File: src/sv/lru_pkg.sv
// constants and types for the lru page replacement stack
// no dependencies
package lru_pkg;

    localparam int MAX_FRAMES     = 8;
    localparam int PAGE_BITS      = 16;
    localparam int COUNT_BITS     = 32;
    localparam int FRAME_CFG_BITS = 4;
    localparam int IDX_BITS       = (MAX_FRAMES > 1) ? $clog2(MAX_FRAMES) : 1;

    localparam logic [FRAME_CFG_BITS-1:0] FRAMES_RESET = FRAME_CFG_BITS'(8);

    typedef logic [PAGE_BITS-1:0]      page_t;
    typedef logic [COUNT_BITS-1:0]     count_t;
    typedef logic [IDX_BITS-1:0]       idx_t;
    typedef logic [FRAME_CFG_BITS-1:0] frame_cfg_t;

endpackage

File: src/sv/lru_page_replacement_stack.sv
// lru page replacement recency stack, top level
// depends on lru_pkg
// Each accepted page reference scans n stack entries, n = 1..8 being the number of
// entries checked before the first match or the end of the active region: a single
// comparator visits one stack entry per cycle, then the update state moves the stack and
// updates the counts. The update state also waits for the output register to be free,
// so a stalled result holds it there. Input stall is high from the cycle after a
// transfer until that update is done. The frame count register can be written
// at any time the block is idle and is always ready.
module lru_page_replacement_stack (
    input  logic                         clk,
    input  logic                         rst_n,
    input  logic                         cfg_valid,
    output logic                         cfg_ready,
    input  lru_pkg::frame_cfg_t          frames_in_use,
    input  logic                         in_valid,
    output logic                         in_stall,
    input  lru_pkg::page_t               page_number,
    input  logic                         last_ref,
    output logic                         out_valid,
    input  logic                         out_stall,
    output logic                         hit,
    output lru_pkg::count_t              hit_count,
    output lru_pkg::count_t              miss_count,
    output logic                         run_done
);
    import lru_pkg::*;

    localparam logic [1:0] ST_IDLE   = 2'd0;
    localparam logic [1:0] ST_SCAN   = 2'd1;
    localparam logic [1:0] ST_UPDATE = 2'd2;

    logic [1:0]       state_reg, state_next;
    frame_cfg_t       frames_reg;
    page_t            pages_reg [MAX_FRAMES];
    logic [MAX_FRAMES-1:0] valid_reg;
    count_t           hits_reg, misses_reg;
    page_t            page_reg;
    logic             last_reg;
    logic             hit_reg;
    idx_t             idx_reg, idx_next;
    idx_t             top_reg, top_next;
    idx_t             limit_reg;
    idx_t             limit_cfg;
    logic             match;
    logic             upd_fire;
    logic             out_valid_reg;
    logic             res_hit_reg;
    count_t           res_hits_reg, res_misses_reg;
    logic             res_done_reg;
    count_t           hits_next, misses_next;

    function automatic logic frames_in_use_zero(input frame_cfg_t f);
        return (f == '0);
    endfunction

    assign cfg_ready = 1'b1;
    assign in_stall  = (state_reg != ST_IDLE);

    // last index of the active region
    always_comb
    begin
        if (frames_in_use_zero(frames_reg))
            limit_cfg = '0;
        else if (32'(frames_reg) > MAX_FRAMES)
            limit_cfg = IDX_BITS'(MAX_FRAMES - 1);
        else
            limit_cfg = IDX_BITS'(frames_reg - 1'b1);
    end

    // shared comparator
    assign match = valid_reg[idx_reg] && (pages_reg[idx_reg] == page_reg);

    assign upd_fire = (state_reg == ST_UPDATE) && (!out_valid_reg || !out_stall);

    assign hits_next   = (hit_reg && hits_reg != '1) ? hits_reg + 1'b1 : hits_reg;
    assign misses_next = (!hit_reg && misses_reg != '1) ? misses_reg + 1'b1 : misses_reg;

    always_comb
    begin
        state_next = state_reg;
        idx_next   = idx_reg;
        top_next   = top_reg;
        case (state_reg)
            ST_IDLE:
            begin
                if (in_valid)
                begin
                    state_next = ST_SCAN;
                    idx_next   = '0;
                end
            end
            ST_SCAN:
            begin
                if (match || idx_reg == limit_reg)
                begin
                    state_next = ST_UPDATE;
                    top_next   = idx_reg;
                end
                else
                begin
                    idx_next = idx_reg + 1'b1;
                end
            end
            ST_UPDATE:
            begin
                if (upd_fire)
                    state_next = ST_IDLE;
            end
            default:
            begin
                state_next = ST_IDLE;
            end
        endcase
    end

    always_ff @(posedge clk or negedge rst_n)
    begin
        if (!rst_n)
        begin
            state_reg     <= ST_IDLE;
            frames_reg    <= FRAMES_RESET;
            valid_reg     <= '0;
            hits_reg      <= '0;
            misses_reg    <= '0;
            out_valid_reg <= 1'b0;
            idx_reg       <= '0;
            top_reg       <= '0;
            hit_reg       <= 1'b0;
        end
        else
        begin
            state_reg <= state_next;
            idx_reg   <= idx_next;
            top_reg   <= top_next;
            if (cfg_valid && cfg_ready)
                frames_reg <= frames_in_use;
            if (state_reg == ST_IDLE && in_valid)
                hit_reg <= 1'b0;
            else if (state_reg == ST_SCAN)
                hit_reg <= match;
            if (upd_fire)
                out_valid_reg <= 1'b1;
            else if (out_valid_reg && !out_stall)
                out_valid_reg <= 1'b0;
            if (upd_fire)
            begin
                if (last_reg)
                begin
                    valid_reg  <= '0;
                    hits_reg   <= '0;
                    misses_reg <= '0;
                end
                else
                begin
                    for (int k = 1; k < MAX_FRAMES; k++)
                    begin
                        if (32'(top_reg) >= k)
                            valid_reg[k] <= valid_reg[k-1];
                    end
                    valid_reg[0] <= 1'b1;
                    hits_reg     <= hits_next;
                    misses_reg   <= misses_next;
                end
            end
        end
    end

    // payload registers
    always_ff @(posedge clk)
    begin
        if (state_reg == ST_IDLE && in_valid)
        begin
            page_reg  <= page_number;
            last_reg  <= last_ref;
            limit_reg <= limit_cfg;
        end
        if (upd_fire)
        begin
            res_hit_reg    <= hit_reg;
            res_hits_reg   <= hits_next;
            res_misses_reg <= misses_next;
            res_done_reg   <= last_reg;
            for (int k = 1; k < MAX_FRAMES; k++)
            begin
                if (32'(top_reg) >= k)
                    pages_reg[k] <= pages_reg[k-1];
            end
            pages_reg[0] <= page_reg;
        end
    end

    assign out_valid  = out_valid_reg;
    assign hit        = res_hit_reg;
    assign hit_count  = res_hits_reg;
    assign miss_count = res_misses_reg;
    assign run_done   = res_done_reg;

    a_scan_in_region: assert property (@(posedge clk) disable iff (!rst_n)
        (state_reg == ST_SCAN) |-> (idx_reg <= limit_reg))
        else $error("scan index past active region");

    a_result_loaded: assert property (@(posedge clk) disable iff (!rst_n)
        upd_fire |=> out_valid_reg && (res_done_reg == $past(last_reg)))
        else $error("result not loaded on update");

    a_run_cleared: assert property (@(posedge clk) disable iff (!rst_n)
        (upd_fire && last_reg) |=> (valid_reg == '0) && (hits_reg == '0) && (misses_reg == '0))
        else $error("stack or counts not cleared after last reference");

    a_front_entry: assert property (@(posedge clk) disable iff (!rst_n)
        (upd_fire && !last_reg) |=> valid_reg[0] && (pages_reg[0] == $past(page_reg)))
        else $error("referenced page not at most-recent end");

    a_hit_counted: assert property (@(posedge clk) disable iff (!rst_n)
        (out_valid_reg && res_hit_reg) |-> (res_hits_reg != '0))
        else $error("hit reported with zero hit count");

endmodule
File: config.mk
export PLATFORM = sky130hd
export DESIGN_NAME = lru_page_replacement_stack
export DESIGN_NICKNAME = d
export VERILOG_FILES = /design/src/sv/lru_pkg.sv /design/src/sv/lru_page_replacement_stack.sv
export SDC_FILE = /design/constraint.sdc
export NUM_CORES = 1
export LEC_CHECK = 0
export ABC_CLOCK_PERIOD_IN_PS = 10300
export BUFFER_PORTS_ARGS = -buffer_cell sky130_fd_sc_hd__buf_2
export CORE_ASPECT_RATIO = 0.8
export CORE_UTILIZATION = 55
export CTS_CLUSTER_DIAMETER = 100
export DETAILED_ROUTE_END_ITERATION = 8
export PLACE_DENSITY = 0.74
export REMOVE_ABC_BUFFERS = 1
export SLEW_MARGIN = 15
export SYNTH_ARGS = -nofsm -noshare
export SYNTH_HDL_FRONTEND = slang
export SYNTH_SLANG_ARGS = --single-unit
File: constraint.sdc
create_clock -name clk -period 10.3 [get_ports clk]
set_input_delay 0.515 -clock clk [delete_from_list [all_inputs] [get_ports clk]]
set_output_delay 0.515 -clock clk [all_outputs]
set_load 0.1 [all_outputs]
==> results of run 1 <==
-- report_power, final --
| group | switching, uW | total, uW | internal (uW) |
|---|---|---|---|
| clock | 432 | 1060 | 625 |
| combinational | 601 | 898 | 297 |
| sequential | 140 | 1590 | 1450 |
-- timing repair --
action | CTS | global route
buffers inserted | 0 | 0
endpoints found under the hold margin | 20 | 0
hold buffers | 1 | 0
-- final timing paths --
path	startpoint	to	slack, ns	cells after the start
max	state_reg[0]	valid_reg[7]	6.43	7
min	page_number[4]	page_reg[4]	0.15	1
max reg2reg	state_reg[0]	valid_reg[7]	6.43	7
min reg2reg	pages_reg[6][13]	pages_reg[7][13]	0.45	0
max in group asynchronous	rst_n	hits_reg[31]	8.69	3
min in group asynchronous	rst_n	misses_reg[3]	0.42	2
-- placed cells by master (no fill, tap or decap), drive strengths merged, types with 2 or more instances in the layout --
master / n
edfxtp: 214
mux2: 7
nand3: 15
and3: 22
inv: 19
o22ai: 3
nor3b: 5
ha: 4
a31oi: 2
nor3: 30
xor2: 36
clkbuf: 40
or2: 3
dfrtp: 85
or4: 3
nor2: 72
bufinv: 4
a21oi: 28
and2: 2
nor2b: 2
nand2b: 4
nand4: 15
o21ai: 52
nor4: 7
a22o: 7
buf: 102
or3: 3
and4: 3
a21o: 2
a221o: 5
mux4: 34
xnor2: 44
mux2i: 62
nand2: 88
clkinv: 6
-- critical path: cells and delay by family, from the launching register on --
kind | cells | cell delay [ns]
AO/OA/AOI/OAI | 1 | 0.06
buffers and inverters | 1 | 0.61
flip-flops | 1 | 0.39
multiplexers | 1 | 0.29
AND/OR/NAND/NOR | 4 | 2.32
-- cell type report --
| type | instances | area share, % |
|---|---|---|
| sequential | 300 | 58.02 |
| antenna | 1 | 0.01692 |
| clock inverter | 11 | 1.066 |
| clock buffer | 40 | 5.254 |
| timing repair buffer | 103 | 3.689 |
| multi-input combinational | 571 | 28.84 |
| tap | 312 | 2.640 |
| inverter | 18 | 0.4738 |
-- layer usage --
| metal | part of all wire (%) | wire length [um] | vias up |
|---|---|---|---|
| met4 | 1.8 | 452 | 0 |
| li1 | - | - | 3647 |
| met5 | 0 | 0 | - |
| met1 | 47 | 12200 | 3905 |
| met3 | 5.9 | 1516 | 37 |
| met2 | 45 | 11560 | 225 |
-- cell families (layout without fill, tap and decap cells) --
| group | count (synthesis) | in the layout |
|---|---|---|
| AOI/OAI and AO/OA | 107 | 107 |
| xor gates and xnor gates | 80 | 80 |
| adders and majority gates | 4 | 4 |
| buffers and inverters | 71 | 172 |
| DFF | 300 | 300 |
| muxes | 103 | 103 |
| other | 1 | 2 |
| and+or+nand+nor | 276 | 276 |
-- metrics by stage --
stage | std cells | setup slack (ns)
global route | 1356 | 6.115
floorplan | 889 | 2.922
global placement | 1303 | 6.353
CTS | 1355 | 6.397
detailed placement | 1303 | 6.230
finish | 1356 | 6.429
==> impl_metrics.py, run 1 <==
metrics = {
    "floorplan": {
        "die_w_um": 175,
        "die_h_um": 140.4,
        "start_util_pct": 56.13,
        "die-area_um2": 24570,
        "core_um2": 23460,
        "rows": 50,
        "ios": 95,
    },
    "power": {
        "power_density_nw_per_um2": 239.7,
        "p_leak_uw": 0.005666,
        "ir_worst_vdd_v": 0.0001560,
        "power_uw": 3544,
    },
    "placed_design": {
        "port_buffers": 93,
        "place.gp.congestion": 0.7785,
        "placed_cell_area_um2": 13840,
        "dpl.hpwl_um": 15480,
    },
    "yosys": {
        "ys_ff_latch": 300,
        "syn_area_per_cell_um2": 13.98,
        "synth_top_family_by_area": "multiplexers",
        "yosys-top-cells-count": "214 x edfxtp_1, 88 x nand2_1, 85 x dfrtp_1",
        "ys_async_sr_fraction_pct": 28.67,
        "seq_area_frac_synth_pct": 65.15,
        "yosys-top-cells-area": "edfxtp_1 49%, dfrtp_1 16%, mux2i_1 4.7%",
        "yosys_warnings": 0,
        "synth_top_area_share_pct": 48.80,
        "synth_most_common_cell": "edfxtp_1",
        "ys_types": 60,
        "synth-adder-area-share_pct": 0.3800,
        "synthSimpleGateAreaFrac_pct": 10.29,
        "muxShareOfSynthArea_pct": 11.41,
        "synth_top_cell_by_area": "edfxtp_1",
        "synth_edf_count": 214,
        "synth_xor_xnor_area_share_pct": 5.321,
        "synth_ff_type": "edfxtp_1",
        "syn-instance-count": 942,
        "synth_area_um2": 13170,
        "synth_compound_area_share_pct": 4.903,
    },
    "route": {
        "drt_iter0_markers": 722,
        "wirelength_um": 25730,
        "drc": 0,
        "viasPerCell": 5.763,
        "ant_nets": 0,
        "dr.pass1.iters": 5,
        "vias": 7814,
        "detail_route.wl_per_cell_um": 18.98,
    },
    "final_layout": {
        "largest_reg_flops": 128,
        "syn2layout_area_growth_pct": 12.30,
        "finalNetCount": 1053,
        "final_util_pct": 63.04,
        "regArea_um2": 8581,
        "nFillCells": 1708,
        "multi_input_area_um2": 4265,
        "drive_above_1_share_pct": 18.22,
        "post-route-cell-area_um2": 14790,
    },
    "sta": {
        "tightest_slew_ns": 1.091,
        "fmax_ghz": 0.2583,
        "fin_hold_ws_ns": 0.1497,
        "rsz0062_at_grt": "no",
        "skew_ns": 0.006542,
        "slew_viol_final": 0,
        "finalSetupViolCount": 0,
        "fin_crit_sh_pct": 37.58,
        "fin_setup_tns_ns": 0,
        "hold_viol": 0,
        "fin_crit_ns": 3.871,
        "slew_headroom_pct": 27.26,
    },
    "global_route": {
        "grt_overflow_total": 0,
        "busiest_layer": "met1",
        "grt_use_met2_pct": 31.73,
        "grt_pass1_wl_um": 41260,
        "first_global_vias": 7528,
        "grt_max_degree": 72,
        "grtUsageMet3_pct": 3.474,
        "antenna_found_initial": 1,
        "track_usage_pct": 21.44,
        "use_met1_pct": 33.56,
    },
    "cts": {
        "clockBufferDepth": 3,
        "root_buffer": "clkbuf_16",
        "cts_made_buffers": 29,
        "tritoncts": "done",
        "ctsResizeCount": 0,
        "cts_sinks": 300,
        "clkTransAtPathRegs_ns": 0.07,
        "clk_latency_ns": 0.54,
        "htree_levels": 1,
    },
    "setup_path": {
        "slowest_delay_ns": 0.87,
        "required_ns": 10.68,
        "crit_type": "flip-flop to flip-flop",
        "arrival_ns": 4.25,
        "start_kind": "flip-flop",
        "worst_setup_path_end_kind": "flip-flop",
        "cp_cell_sequence": "nand2b_1 > nand2b_4 > inv_4 > and3_1 > and2_1 > mux2i_1 > a21oi_1",
        "crit_slowest_cell": "and2_1",
        "path_max_fanout": 56,
    },
    "status": {
        "status": "completed",
    },
    "job": {
        "maxCapViolCount": 0,
    },
    "worst_hold_path": {
        "hold_class": "input port to flip-flop",
    },
}
Note: power is estimated with default switching activity, not from simulation.
==> run 2, diff against run 1 <==
Settings changed: ABC_CLOCK_PERIOD_IN_PS 10300 to 3700.
Clock period 10.3 ns to 3.7 ns, I/O delays scaled along.
==> run 2 against run 1 <==
Compared with the run above:
- total power grew to 2.8 times the previous value
- final area grew 2.8%
- critical path depth grew 1
- non-clock buffer count grew 40
- maximum frequency grew 14%
- critical path type unchanged
- register-to-register slack lost 6.1 ns
- count of clock-buffer cells in the layout grew 2
- routed wire length grew 4.5%
- die area is the same
==> impl_metrics.py, run 2 (synthesis gave the netlist of run 1 again) <==
metrics = {
    "status": {
        "status": "completed",
    },
    "power": {
        "power_frac_seq_pct": 44.3,
        "p_sw_share_pct": 33.29,
        "p_sw_uw": 3332,
        "power_frac_comb_pct": 25.5,
        "ir_worst_vdd_v": 0.0003856,
        "power_density_nw_per_um2": 658.3,
        "pwr-share-clk_pct": 30.2,
        "p_leak_uw": 0.005867,
        "p_int_uw": 6678,
    },
    "sta": {
        "fin_hold_ws_ns": 0.03117,
        "slew_viol_final": 0,
        "slew_headroom_pct": 35.12,
        "setup_ws_ns": 0.3027,
        "tightest_slew_ns": 0.9722,
        "finalSetupViolCount": 0,
        "fmax_ghz": 0.2943,
        "skew_ns": 0.01127,
        "fin_crit_sh_pct": 91.82,
        "fin_crit_ns": 3.397,
        "rsz0062_at_grt": "no",
        "hold_viol": 0,
    },
    "route": {
        "drt_iter0_markers": 700,
        "detail_route.wl_per_cell_um": 19.21,
        "viasPerCell": 5.719,
        "vias": 8007,
        "ant_nets": 0,
        "drc": 0,
        "wirelength_um": 26900,
        "dr.pass1.iters": 5,
    },
    "final_layout": {
        "syn2layout_area_growth_pct": 15.47,
        "largest_reg_flops": 128,
        "antennaDiodeCount": 0,
        "drive_above_1_share_pct": 18.93,
        "final_util_pct": 64.82,
        "nFillCells": 1683,
        "regArea_um2": 8581,
        "finalNetCount": 1094,
        "final_common_cell": "edfxtp_1",
        "multi_input_area_um2": 4265,
        "final_cell_mix": "214 x edfxtp_1, 92 x buf_2, 88 x nand2_1",
    },
    "global_route": {
        "first_global_vias": 7818,
        "grt_pass1_wl_um": 42580,
        "track_usage_pct": 22.33,
        "grt_max_degree": 67,
        "grt_overflow_total": 0,
        "antenna_found_initial": 0,
    },
    "placed_design": {
        "port_buffers": 93,
        "post-place-ws_ns": 0.3334,
        "dpl.hpwl_um": 16520,
        "place.gp.congestion": 0.8139,
    },
    "setup_path": {
        "r2r_cells": 8,
        "r2r-start": "idx_reg[0]",
        "arrival_ns": 3.83,
        "worst_setup_path_end_kind": "flip-flop",
        "required_ns": 4.13,
        "slowest_delay_ns": 0.93,
        "startpoint": "idx_reg[0]",
        "reg2reg_to": "top_reg[0]",
        "crit_slowest_cell": "dfrtp_1",
        "r2r_slack_ns": 0.30,
        "path_max_fanout": 17,
        "setup.worst_path.end": "top_reg[0]",
        "cp_cell_sequence": "mux4_2 > mux2i_1 > xor2_1 > nand4_1 > nor4_1 > nand4_2 > a21oi_4 > mux2_2",
        "start_kind": "flip-flop",
        "crit_type": "flip-flop to flip-flop",
    },
    "cts": {
        "htree_levels": 1,
        "cts_sinks": 300,
        "ctsResizeCount": 0,
        "tritoncts": "done",
        "clkTransAtPathRegs_ns": 0.06,
        "root_buffer": "clkbuf_16",
        "cts_made_buffers": 30,
        "clk_latency_ns": 0.55,
        "clockBufferDepth": 3,
    },
    "floorplan": {
        "start_util_pct": 56.13,
        "core_um2": 23460,
        "ios": 95,
        "die_h_um": 140.4,
        "die_w_um": 175,
        "rows": 50,
        "die-area_um2": 24570,
    },
    "worst_hold_path": {
        "hold_class": "input port to flip-flop",
    },
    "job": {
        "maxCapViolCount": 0,
    },
}
==> run 2: worst min path at each step <==
stage / start / endpoint / slack, ns / depth (start not counted)
2_1_floorplan: rst_n / frames_reg[0] / -0.11 / 0
3_3_place_gp: rst_n / misses_reg[3] / 0.02 / 1
3_5_place_dp: rst_n / misses_reg[3] / 0.02 / 1
4_1_cts: in_valid / idx_reg[1] / 0.01 / 4
5_1_grt: in_valid / idx_reg[1] / 0.08 / 4
6_report: in_valid / idx_reg[1] / 0.03 / 4
==> run 2: through the flow <==
step / instances / cell area [um2] / TNS, ns / power, uW
floorplan: 889 / 12900 / -496.67 / 6431
global placement: 1314 / 13920 / 0 / 6933
detailed placement: 1314 / 13920 / 0 / 7007
CTS: 1400 / 15210 / 0 / 10080
global route: 1400 / 15210 / 0 / 10410
finish: 1400 / 15210 / 0 / 10010
==> run 2: worst max-delay path: cells and delay by family (launching register included) <==
kind            cells  cell delay (ns)
simple gates        3             0.73
compound gates      1             0.27
mux                 3             1.15
xor+xnor            1             0.19
flops               1             0.93
==> run 2: layout make-up <==
class	count	share of cell area, %
Clock inverter	14	1.012
Clock buffer	42	5.439
Multi-Input combinational cell	571	28.05
Tap cell	312	2.567
Sequential cell	300	56.43
Inverter	18	0.4608
Timing Repair Buffer	143	6.040
==> run 2: power groups by stage <==
| stage | clock network (uW) | logic [uW] | registers, uW |
|---|---|---|---|
| floorplan | 0 | 1230 | 5200 |
| global placement | 0 | 2460 | 4480 |
| detailed placement | 0 | 2520 | 4490 |
| CTS | 3090 | 2560 | 4430 |
| global route | 3210 | 2720 | 4490 |
| finish | 3030 | 2550 | 4430 |
==> run 2: layer usage <==
layer  track usage, %  vias up  routed length, um
li1                 -     3728                  -
met1            34.20     4002              12760
met2            33.81      244              12140
met3            3.556       33               1564
met4            4.989        0                435
met5                0        -                  0
==> run 2: what timing repair did <==
| item | in CTS | in global routing |
|---|---|---|
| setup buffers | 0 | 0 |
| hold buffers | 30 | 0 |
| setup endpoints to repair | 0 | 0 |
| endpoints found under the hold margin | 107 | 0 |
==> run 3, diff against run 2 <==
Settings changed: ABC_AREA set to 1, ABC_CLOCK_PERIOD_IN_PS 3700 to 4200.
Clock period 3.7 ns to 4.2 ns, I/O delays scaled along.
==> run 3 against run 2 <==
Compared with the run above:
- clock skew rose by 0.013 ns
- final area up 3.3%
- maximum frequency rose by 8.9%
- critical endpoint is now idx_reg[0]
- largest cell class unchanged
==> impl_metrics.py, run 3 <==
metrics = {
    "status": {
        "status": "completed",
    },
    "final_layout": {
        "regArea_um2": 8581,
        "final_common_cell": "nand2_1",
        "instances_no_fill": 1831,
        "largest_reg_flops": 128,
        "final_cell_mix": "341 x nand2_1, 214 x edfxtp_1, 187 x inv_1",
        "finalNetCount": 1520,
        "syn2layout_area_growth_pct": 15.66,
        "nFillCells": 1920,
        "drive_above_1_share_pct": 13.02,
        "antennaDiodeCount": 0,
        "multi_input_area_um2": 4029,
    },
    "route": {
        "wirelength_um": 30380,
        "drt_iter0_markers": 886,
        "vias": 9823,
        "viasPerCell": 5.365,
        "drc": 0,
        "ant_nets": 0,
        "detail_route.wl_per_cell_um": 16.59,
        "dr.pass1.iters": 5,
    },
    "sta": {
        "hold_viol": 0,
        "fmax_ghz": 0.3206,
        "finalSetupViolCount": 0,
        "fin_crit_sh_pct": 74.27,
        "fin_crit_ns": 3.119,
        "rsz0062_at_grt": "no",
        "skew_ns": 0.02457,
        "tightest_slew_ns": 0.9807,
        "slew_viol_final": 0,
        "slew_headroom_pct": 34.55,
    },
    "cts": {
        "cts_made_buffers": 30,
        "root_buffer": "clkbuf_16",
        "clkTransAtPathRegs_ns": 0.07,
        "ctsResizeCount": 0,
        "tritoncts": "done",
        "htree_levels": 1,
        "cts_sinks": 300,
        "clk_latency_ns": 0.57,
        "clockBufferDepth": 3,
    },
    "global_route": {
        "busiest_layer": "met1",
        "use_met1_pct": 37.74,
        "grt_pass1_wl_um": 49050,
        "track_usage_pct": 24.76,
        "grt_max_degree": 76,
        "grt_use_met2_pct": 37.09,
        "grt_overflow_total": 0,
        "antenna_found_initial": 0,
        "first_global_vias": 9453,
        "grtUsageMet3_pct": 4.434,
    },
    "yosys": {
        "ys_async_sr_fraction_pct": 28.67,
        "synth_most_common_cell": "nand2_1",
        "yosys-top-cells-count": "341 x nand2_1, 214 x edfxtp_1, 188 x inv_1",
        "syn-instance-count": 1359,
        "synth_edf_count": 214,
        "syn_area_per_cell_um2": 9.993,
        "synth_top_family_by_area": "simple AND/OR/NAND/NOR gates",
        "synth_xor_xnor_area_share_pct": 4.063,
        "synth_top_area_share_pct": 47.32,
        "synth-adder-area-share_pct": 0.3685,
        "synth_area_um2": 13580,
        "synthSimpleGateAreaFrac_pct": 19.99,
        "synth_top_cell_by_area": "edfxtp_1",
        "yosys-top-cells-area": "edfxtp_1 47%, dfrtp_1 16%, nand2_1 9.4%",
        "synth_ff_type": "edfxtp_1",
        "synth_compound_area_share_pct": 5.159,
        "ys_ff_latch": 300,
        "yosys_warnings": 0,
        "seq_area_frac_synth_pct": 63.17,
        "muxShareOfSynthArea_pct": 0,
        "ys_types": 44,
    },
    "power": {
        "p_leak_uw": 0.006820,
        "power_frac_seq_pct": 41.8,
        "power_frac_comb_pct": 30.0,
        "power_density_nw_per_um2": 612.6,
        "p_sw_uw": 3564,
        "p_sw_share_pct": 37.04,
        "ir_worst_vdd_v": 0.0005406,
        "pwr-share-clk_pct": 28.2,
        "power_uw": 9622,
        "p_int_uw": 6058,
    },
    "setup_path": {
        "arrival_ns": 3.57,
        "path_max_fanout": 21,
        "r2r_cells": 13,
        "crit_type": "flip-flop to flip-flop",
        "start_kind": "flip-flop",
        "worst_setup_path_end_kind": "flip-flop",
        "required_ns": 4.65,
    },
    "floorplan": {
        "core_um2": 24310,
        "die-area_um2": 25330,
        "die_h_um": 142.5,
        "rows": 51,
        "die_w_um": 177.7,
        "ios": 95,
        "start_util_pct": 55.86,
    },
    "worst_hold_path": {
        "hold_class": "input port to flip-flop",
        "hold_depth": 3,
    },
    "placed_design": {
        "dpl.hpwl_um": 19530,
        "place_inst": 1745,
        "place.gp.congestion": 0.8758,
        "port_buffers": 93,
    },
    "job": {
        "maxCapViolCount": 0,
    },
}
-- run 3: cell count changes after synthesis, moves of 23 or more --
cell / change
mux4_2: -24
xnor2_1: -40
o22ai_1: +23
xor2_1: +23
nand2_1: +253
inv_1: +170
nor2_1: +46
mux2i_1: -62
nand3_1: +72
-- run 3: logic make-up after synthesis --
logic type | Yosys count
adder cells (fa/ha/maj) | 4
flip-flops | 300
AO/OA/AOI/OAI | 124
buffers and inverters | 239
AND/OR/NAND/NOR | 628
XOR/XNOR | 63
other | 1
-- run 3: stage by stage --
stage	instance area (um2)	TNS (ns)	util [%]	hold slack [ns]	worst slack, ns
2_1_floorplan	13330	-14.13	-	-0.08559	-0.1365
3_3_place_gp	14380	0	59.13	0.3048	1.244
3_5_place_dp	14380	0	59.13	0.3160	1.149
4_1_cts	15710	0	64.61	0.09502	1.129
5_1_grt	15710	0	64.61	0.1348	0.8023
6_report	15710	0	64.61	0.1294	1.081
-- run 3: metal layers --
| metal | wire length [um] | vias to the layer above |
|---|---|---|
| li1 | - | 4731 |
| met1 | 13940 | 4652 |
| met2 | 13480 | 393 |
| met3 | 2433 | 47 |
| met4 | 522 | 0 |
| met5 | 0 | - |
-- run 3: path summary, 6_finish.rpt --
kind	startpoint	to	slack [ns]
max	idx_reg[2]	idx_reg[0]	1.08
max in group asynchronous	rst_n	valid_reg[7]	2.97
min reg2reg	pages_reg[6][4]	pages_reg[7][4]	0.44
min	in_valid	state_reg[0]	0.13
min in group asynchronous	rst_n	misses_reg[13]	0.26
max reg2reg	idx_reg[2]	idx_reg[0]	1.08
-- run 3: repair_timing --
item,CTS,global route
hold endpoints to repair,75,0
hold buffers,31,0
buffers inserted,0,0
-- run 3: worst max-delay path, stage by stage, from the launching register on --
cell and delay, ns:
dfrtp_1 0.92, clkinv_1 0.78, nand3_1 0.32, nand2_1 0.09, nand2_1 0.06, nand2_1 0.05
nor2_1 0.08, nand2_1 0.06, nor2_1 0.11, nand3_1 0.15, nand3_2 0.14, nand2_2 0.08
nand2_1 0.08, nand2_1 0.07
-- run 3: power groups by stage --
stage               Combinational [uW]  Clock (uW)  Sequential [uW]
finish                            2890        2710             4030
global route                      3200        2860             4070
CTS                               2870        2750             4020
detailed placement                2820           0             4070
global placement                  2740           0             4060
floorplan                         1660           0             4440
-- run 3: layout make-up --
cell class,count,area share [%]
Multi-Input combinational cell,820,25.65
Sequential cell,300,54.63
Inverter,193,4.644
Timing Repair Buffer,145,6.038
Clock buffer,42,5.640
Tap cell,318,2.533
Clock inverter,13,0.8682
